`src/rtl/assert_macros.svh`:
```
// Assertion helpers for the cluster chain walker.
`ifndef ASSERT_MACROS_SVH
`define ASSERT_MACROS_SVH
`ifndef ASSERT_OFF
// Property that must hold at every clock edge out of reset.
`define ASSERT_ALWAYS(label, clk, rstn, prop) \
    label: assert property (@(posedge clk) disable iff (!rstn) (prop)) \
        else $error("invariant violated");
// Antecedent at one edge implies the consequent at the next edge.
`define ASSERT_NEXT(label, clk, rstn, ante, cons) \
    label: assert property (@(posedge clk) disable iff (!rstn) (ante) |=> (cons)) \
        else $error("next-cycle check failed");
`else
`define ASSERT_ALWAYS(label, clk, rstn, prop)
`define ASSERT_NEXT(label, clk, rstn, ante, cons)
`endif
`endif

```
`src/rtl/fccw_pkg.sv`:
```
package fccw_pkg;

    localparam int CL_W    = 12;
    localparam int IDX_W   = 13;
    localparam int BYTE_W  = 8;
    localparam int OFF_W   = 32;
    localparam int CFG_W   = 16;
    localparam int CFGI_W  = 3;
    localparam int CBYTE_W = 21;   // sectors_per_cluster * bytes_per_sector

    localparam logic [CL_W-1:0] ENTRY_LAST = 12'hFF8;
    localparam logic [CL_W-1:0] ENTRY_BAD  = 12'hFF7;
    localparam int DIR_ENTRY_SHIFT = 5;   // 32 bytes per root entry

    typedef enum logic [1:0] {
        CMD_LOAD    = 2'd0,
        CMD_START   = 2'd1,
        CMD_ADVANCE = 2'd2
    } cmd_t;

    typedef enum logic [2:0] {
        ST_CONTINUE = 3'd0,
        ST_LAST     = 3'd1,
        ST_BAD      = 3'd2,
        ST_NO_CHAIN = 3'd3,
        ST_INVALID  = 3'd4
    } status_t;

    localparam logic [CFGI_W-1:0] CFG_BYTES_PER_SECTOR    = 3'd0;
    localparam logic [CFGI_W-1:0] CFG_SECTORS_PER_CLUSTER = 3'd1;
    localparam logic [CFGI_W-1:0] CFG_RESERVED_SECTORS    = 3'd2;
    localparam logic [CFGI_W-1:0] CFG_TABLE_COPIES        = 3'd3;
    localparam logic [CFGI_W-1:0] CFG_ROOT_ENTRIES        = 3'd4;
    localparam logic [CFGI_W-1:0] CFG_TABLE_SECTORS       = 3'd5;

    typedef struct packed {
        logic [OFF_W-1:0]   base;           // byte offset of cluster 2
        logic [CBYTE_W-1:0] cluster_bytes;  // bytes in one cluster
        logic               busy;           // recompute in progress
    } geo_t;

endpackage

```
`src/rtl/fccw_geometry.sv`:
```
module fccw_geometry
    import fccw_pkg::*;
(
    input  logic              aclk,
    input  logic              aresetn,
    input  logic              cfg_wr_en,
    input  logic [CFGI_W-1:0] cfg_index,
    input  logic [CFG_W-1:0]  cfg_wr_data,
    output geo_t              geo
);

    localparam int DIVD_W = 22;   // root_entries*32 + bytes_per_sector - 1
    localparam int CNT_W  = $clog2(DIVD_W);

    typedef enum logic [5:0] {
        G_IDLE = 6'b000001,
        G_LOAD = 6'b000010,
        G_DIV  = 6'b000100,
        G_MUL  = 6'b001000,
        G_SUM  = 6'b010000,
        G_BASE = 6'b100000
    } gstate_t;

    gstate_t state_reg, state_next;

    logic [12:0] bps_reg;
    logic [7:0]  spc_reg;
    logic [15:0] rsv_reg;
    logic [7:0]  copies_reg;
    logic [15:0] root_reg;
    logic [15:0] tsec_reg;

    logic [DIVD_W-1:0]  dividend_reg;
    logic [12:0]        rem_reg;
    logic [DIVD_W-1:0]  quot_reg;
    logic [CNT_W-1:0]   cnt_reg;
    logic [23:0]        tprod_reg;
    logic [24:0]        sectors_reg;
    logic [CBYTE_W-1:0] cbytes_reg;
    logic [OFF_W-1:0]   base_reg;

    logic [13:0] rem_shift;
    logic        rem_ge;

    assign rem_shift = {rem_reg, dividend_reg[DIVD_W-1]};
    assign rem_ge    = rem_shift >= {1'b0, bps_reg};

    // register file
    always_ff @(posedge aclk) begin
        if (!aresetn) begin
            bps_reg    <= 13'd512;
            spc_reg    <= 8'd1;
            rsv_reg    <= 16'd1;
            copies_reg <= 8'd2;
            root_reg   <= 16'd224;
            tsec_reg   <= 16'd9;
        end else if (cfg_wr_en) begin
            case (cfg_index)
                CFG_BYTES_PER_SECTOR:    bps_reg    <= cfg_wr_data[12:0];
                CFG_SECTORS_PER_CLUSTER: spc_reg    <= cfg_wr_data[7:0];
                CFG_RESERVED_SECTORS:    rsv_reg    <= cfg_wr_data;
                CFG_TABLE_COPIES:        copies_reg <= cfg_wr_data[7:0];
                CFG_ROOT_ENTRIES:        root_reg   <= cfg_wr_data;
                CFG_TABLE_SECTORS:       tsec_reg   <= cfg_wr_data;
                default: ;
            endcase
        end
    end

    always_comb begin
        state_next = state_reg;
        case (state_reg)
            G_IDLE: state_next = G_IDLE;
            G_LOAD: state_next = G_DIV;
            G_DIV:  state_next = (cnt_reg == '0) ? G_MUL : G_DIV;
            G_MUL:  state_next = G_SUM;
            G_SUM:  state_next = G_BASE;
            G_BASE: state_next = G_IDLE;
            default: state_next = G_LOAD;
        endcase
        // any write restarts the recompute
        if (cfg_wr_en) begin
            state_next = G_LOAD;
        end
    end

    always_ff @(posedge aclk) begin
        if (!aresetn) begin
            state_reg <= G_LOAD;
        end else begin
            state_reg <= state_next;
        end
    end

    // root sectors by restoring division, one quotient bit a cycle
    always_ff @(posedge aclk) begin
        case (state_reg)
            G_LOAD: begin
                dividend_reg <= DIVD_W'({root_reg, {DIR_ENTRY_SHIFT{1'b0}}})
                              + DIVD_W'(bps_reg) - DIVD_W'(1);
                rem_reg      <= '0;
                quot_reg     <= '0;
                cnt_reg      <= CNT_W'(DIVD_W - 1);
            end
            G_DIV: begin
                dividend_reg <= dividend_reg << 1;
                quot_reg     <= {quot_reg[DIVD_W-2:0], rem_ge};
                rem_reg      <= rem_ge ? 13'(rem_shift - {1'b0, bps_reg})
                                       : rem_shift[12:0];
                cnt_reg      <= cnt_reg - CNT_W'(1);
            end
            G_MUL: begin
                tprod_reg  <= 24'(copies_reg) * 24'(tsec_reg);
                cbytes_reg <= CBYTE_W'(spc_reg) * CBYTE_W'(bps_reg);
            end
            G_SUM: begin
                sectors_reg <= 25'(rsv_reg) + 25'(tprod_reg)
                             + ((bps_reg == '0) ? 25'd0 : 25'(quot_reg));
            end
            G_BASE: begin
                base_reg <= OFF_W'(sectors_reg) * OFF_W'(bps_reg);
            end
            default: ;
        endcase
    end

    assign geo.base          = base_reg;
    assign geo.cluster_bytes = cbytes_reg;
    assign geo.busy          = (state_reg != G_IDLE);

endmodule
```
`config.mk`:
```
export PLATFORM = sky130hd
export DESIGN_NAME = fccw_geometry
export DESIGN_NICKNAME = d
export VERILOG_FILES = /design/src/rtl/assert_macros.svh /design/src/rtl/fccw_pkg.sv /design/src/rtl/fccw_geometry.sv
export SDC_FILE = /design/constraint.sdc
export NUM_CORES = 2
export LEC_CHECK = 0
export ABC_AREA = 0
export BUFFER_PORTS_ARGS = -buffer_cell sky130_fd_sc_hd__clkbuf_2
export CORE_UTILIZATION = 50
export CTS_BUF_LIST = sky130_fd_sc_hd__clkbuf_8 sky130_fd_sc_hd__clkbuf_16
export CTS_CLUSTER_SIZE = 14
export DETAILED_ROUTE_END_ITERATION = 10
export PLACE_DENSITY = 0.63
export RECOVER_POWER = 50
export SETUP_SLACK_MARGIN = 0.02
export SLEW_MARGIN = 0
export SYNTH_ARGS = -nofsm -noshare
export SYNTH_HDL_FRONTEND = slang
export SYNTH_SLANG_ARGS = --single-unit
```
`constraint.sdc`:
```
create_clock -name aclk -period 14.1 [get_ports aclk]
set_input_delay 2.115 -clock aclk [delete_from_list [all_inputs] [get_ports aclk]]
set_output_delay 2.115 -clock aclk [all_outputs]
set_load 0.005 [all_outputs]
```
Word-level counts from Yosys, hierarchy flattened:

Cells that the tools add are included.

* register bits: 247
* input port bits: 22
* word-level logic and storage cells: 58

* add/sub/neg operators: 6
* multiply operators: 3
* order comparisons: 1
* equal/unequal tests: 12
* mux-type cells: 8
* bitwise operators: 1
* reduce and logical (&&, ||, !) cells: 12

Operators by type and width (number)
* case mux 22 bit (2 select lines): 2
* multiplier 25 x 13 -> 32 bit: 1
* case mux 6 bit (5 select lines): 1
* case mux 13 bit (2 select lines): 1
* adder 16 x 24 -> 25 bit: 1
* adder 25 x 22 -> 25 bit: 1
* multiplier 8 x 16 -> 24 bit: 1
* adder 21 x 13 -> 22 bit: 1
* 2-to-1 mux 22 bit: 1
* subtractor 22 x 1 -> 22 bit, second input constant: 1
* multiplier 8 x 13 -> 21 bit: 1
* >= comparator 14 x 13 -> 1 bit: 1
* zero test 13 bit: 1
* 2-to-1 mux 13 bit: 1
* subtractor 13 bit: 1
* AND reduction 2 bit: 6
* case mux 5 bit (2 select lines): 1
* == test 3 x 2 -> 1 bit, second input constant: 2
* == test 3 bit, second input constant: 2
* == test 6 x 1 -> 1 bit, second input constant: 1
* == test 6 x 2 -> 1 bit, second input constant: 1
* == test 6 x 3 -> 1 bit, second input constant: 1
* == test 6 x 4 -> 1 bit, second input constant: 1
* == test 6 x 5 -> 1 bit, second input constant: 1
* 10 further kinds: 11

Longest topological paths before layout:

* depth after elaboration: 3
* depth in mapped cells: 23

Worst setup path before layout:

OpenSTA, ideal clock, no wires.

* path kind: reg-to-reg
* start: register bps_reg[4]
* end: register base_reg[29], data pin
* library setup time: 0.258 ns
* data arrival time: 5.454 ns
* required time: 13.842 ns
* path slack: 8.387 ns
* stages on the path, launching flop included: 21
* buffers on the path: 2
* cells stage by stage: dfxtp_1 clkbuf_1 clkbuf_1 nand2_1 fa_1 inv_1 fa_1 fa_1 fa_1 inv_1 fa_1 inv_1 ha_1 o21ai_0 o21ai_1 o311a_4 a31oi_4 o22ai_2 or3_1 a31oi_1 xnor2_1

* word-level cells in the longest chain between the ends: 1

Ends and longest elaborated chain
* from (decl): RTL line fccw_geometry.sv:26 `logic [12:0] bps_reg;`
* from (signal assigned): RTL line fccw_geometry.sv:59 `CFG_BYTES_PER_SECTOR: bps_reg <= cfg_wr_data[12:0];`
* multiplier 25 x 13 -> 32 bit: RTL line fccw_geometry.sv:121 `base_reg <= OFF_W'(sectors_reg) * OFF_W'(bps_reg);`
* to (signal assigned): RTL line fccw_geometry.sv:121
* to (decl): RTL line fccw_geometry.sv:40 `logic [OFF_W-1:0] base_reg;`

No other way between the ends.
A chain may end at the register's enable or synchronous reset.

Worst setup path after layout:

* start: register bps_reg[0]
* end: register base_reg[31], data pin

The elaborated chain is that of the path after synthesis.

==> out/results.tsv <==
stage	metric	value	unit
synth	most frequent cell after synthesis	inv_1	
clock_network	worst skew pair latency	0.61	ns
setup_path	CP bufs+invs	4	
clock_network	Root Buffer	clkbuf_16	
clock_network	Reg clk slew, reported paths	0.06	ns
floorplanning	io pins	76	
setup_path	FF-to-FF setup slack	7.53	ns
drt	overall routed net length	66800	µm
global_routing	vias in the first global route	21300	
setup_path	CP dominant cell by count	fa_1	
sta	Setup Skew	0.0213	ns
final_layout	FF/Latch Area	0.00659	mm²
setup_path	WS Path Type	register to register	
placed_design	HPWL Detailed	51300	µm
clock_network	clock sinks	247	
drt	ANT nets after route	0	
synth	Syn Area/Cell	9.33	µm²
synth	post-synthesis cell area	0.0284	mm²
sta	crit path time final	6.57	ns
sta	Finish-stage setup viols	0	
drt	wire length on met3	3140	µm
drt	met2 WL post-DR	32700	µm
synth	register area share after synthesis	23.2	%
sta	Slew Viols, Final	302	
setup_path	Critical Path AT	6.91	ns
drt	Iter 0 DRT Violations	1178	
global_routing	global-route wire length before repair	110000	µm
synth	top cells by area, synth	fa_1 29%, edfxtp_1 17%, ha_1 9.6%, inv_1 7.2%, and2_1 7.0%	
drt	first-pass iteration count of the detailed router	5	
drt	Vias per Instance	5.30	
global_routing	GRT overflow	0	
placed_design	Post-Place Worst Slack	7.86	ns
global_routing	pin count of the biggest net entering global routing	79	
setup_path	Worst setup EP type	register	
setup_path	Reg-to-Reg End	base_reg[31]	
synth	Netlist cell types	65	
synth	Post-synth EDFFs	164	
final_layout	synth-to-layout area growth	6.97	%
synth	Post-Syn Nets	3691	
run_status	failing checks	capacitance limit, slew limit	
clock_network	post_cts resized	0	
floorplanning	Core ar.	0.0556	mm²
run_status	status	finished, violations left	
sta	Fmax	152	MHz
setup_path	Slowest cell on crit path	clkbuf_1	
final_layout	multi-input logic area	0.0193	mm²
power	P_leak	13.9	nW
synth	async set or reset register ratio after synthesis	0	%
global_routing	overall global routing resource usage	24.1	%
sta	Final Cycle Share	46.6	%
floorplanning	chip width	240	µm
setup_path	crit path launch type	register	
setup_path	Crit path max-delay family	adder cells	
floorplanning	chip height	240	µm
synth	Yosys top cell area share	28.9	%
clock_network	Max H-tree Level	1	
setup_path	Critical Path, Cell by Cell	clkbuf_1, nand2_1, fa_1, inv_1, fa_1, fa_1, inv_1, fa_1, inv_1, ha_1, o21ai_0, o21ai_1, a2bb2oi_1, o311a_4, a21boi_1, o21ai_1, a31oi_1, o31ai_1, xnor2_1	
clock_network	Post-CTS Setup Bufs	0	
drt	met1 wire length	29100	µm
placed_design	placed insts	3760	
final_layout	fin nets	3693	
drt	Via Count	20200	
final_layout	share of cells above drive strength 1	4.95	%
floorplanning	row count	86	
setup_path	CP max FO	28	
global_routing	initial antenna violation count	0	
worst_hold_path	Hold Startpoint	root_reg[4]	
worst_hold_path	HP Class	register to register	
worst_hold_path	Hold Path Depth	2	
setup_path	R2R cell count	19	
power	pwr dens	66.5	mW/mm²
sta	Rel. slew slack	-146	%
power	Peak VDD IR	105	µV
placed_design	GPL Wtd Cong	0.895	
synth	Seq cells post-synth	247	
synth	area leader, netlist	fa_1	
drt	Top Metal Used	met4	
setup_path	Critical Path Start	bps_reg[0]	
final_layout	Largest register FFs	32	
final_layout	fillers	5059	
placed_design	Port Buf Inserts	75	
drt	detail-routed net length per standard cell	17.5	µm
setup_path	Worst R2R Start	bps_reg[0]	
floorplanning	Starting Density	51.0	%
final_layout	fin cells	3818	
setup_path	Slowest Stage Delay on Critical Path	1.06	ns
clock_network	Num CTS Buffers	31	
floorplanning	die area	0.0577	mm²
sta	final hold violation count	0	
synth	Syn Inst Count	3043	
sta	setup repair after global routing missed its margin	false	
sta	setup TNS	0	ns
final_layout	ant diodes	0	
drt	# DRC	0	
sta	Slew @ Worst Pin	3.69	ns
clock_network	CTS tree	yes	
setup_path	worst endpoint required time	14.44	ns
synth	Ys Warns	0	
flow_run	max cap viols	6	
clock_network	Hold Buf Count CTS	0	
synth	Synth top cells by count	543 x inv_1, 484 x nand2_1, 409 x fa_1	
clock_network	clk buf depth	3	
synth	Top FF cell, synth	edfxtp_1	
sta	Fin Hold WS	0.476	ns
worst_hold_path	Hold EP	root_reg[4]	
sta	setup ws final	7.53	ns
## metrics by stage
stage	util [%]	power (W)	cell area, µm²
6_report	54.6	0.00202	30400
5_1_grt	54.6	0.00212	30400
4_1_cts	54.6	0.00203	30400
3_5_place_dp	52.8	0.00124	29400
3_3_place_gp	52.8	0.00123	29400
2_1_floorplan	-	0.00114	28400
## tightest hold or removal path, delay by kind of cell (launching register included)
family / cells / cell delay [ns]
simple gates: 1 / 0.05
compound gates: 1 / 0.06
flops: 1 / 0.31
## area by class of cell
| class | count | share of cell area (%) |
|---|---|---|
| Multi-Input combinational cell | 2129 | 63.5 |
| Sequential cell | 247 | 21.7 |
| Inverter | 543 | 6.71 |
| Tap cell | 748 | 3.08 |
| Clock buffer | 37 | 2.94 |
| Timing Repair Buffer | 93 | 1.61 |
| Clock inverter | 21 | 0.420 |
## how the worst max path moves through the flow
stage                   end  slack, ns  depth (start not counted)
4_1_cts        base_reg[31]       7.88                         19
5_1_grt        base_reg[31]       7.03                         19
6_report       base_reg[31]       7.53                         19
3_5_place_dp   base_reg[29]       7.86                         20
2_1_floorplan  base_reg[29]       8.39                         20
3_3_place_gp   base_reg[29]       8.02                         18
## kinds of logic (layout without fill, tap and decap cells)
kind of cell	count (synthesis)	in the layout	synth area share [%]
and+or+nand+nor	1024	1024	17.3
muxes	11	11	0.392
xor gates and xnor gates	113	113	3.49
adders and majority gates	626	626	38.4
buffers and inverters	667	694	8.83
DFF	247	247	23.2
AOI/OAI and AO/OA	355	355	8.32
## metal layers
metal,global-route usage [%],up-vias
met4,6.95,0
met5,0,-
li1,-,9483
met3,2.38,104
met1,31.8,10100
met2,42.1,514
## cells in the final DEF, fill, tap and decap left out, types with 25 or more instances in the layout
cell type | synthesis | routed
nor2_1 | 97 | 97
a21o_1 | 27 | 27
and2_1 | 316 | 292
a21oi_1 | 90 | 90
ha_1 | 217 | 217
clkbuf_16 | 0 | 34
xnor2_1 | 82 | 82
fa_1 | 409 | 409
a21boi_0 | 72 | 72
edfxtp_1 | 164 | 164
inv_1 | 543 | 550
nand2_1 | 484 | 484
and2_0 | 1 | 25
dfxtp_1 | 83 | 83
xor2_1 | 31 | 31
clkbuf_2 | 0 | 75
o21ai_0 | 46 | 46
## report_power, final
| part | total (W) | switching, W | internal (W) |
|---|---|---|---|
| combinational | 0.000391 | 0.000231 | 0.000161 |
| clock | 0.000791 | 0.000339 | 0.000452 |
| sequential | 0.000836 | 0.0000220 | 0.000814 |
| total | 0.00202 | 0.000592 | 0.00143 |
Note: power is estimated with default switching activity, not from simulation.
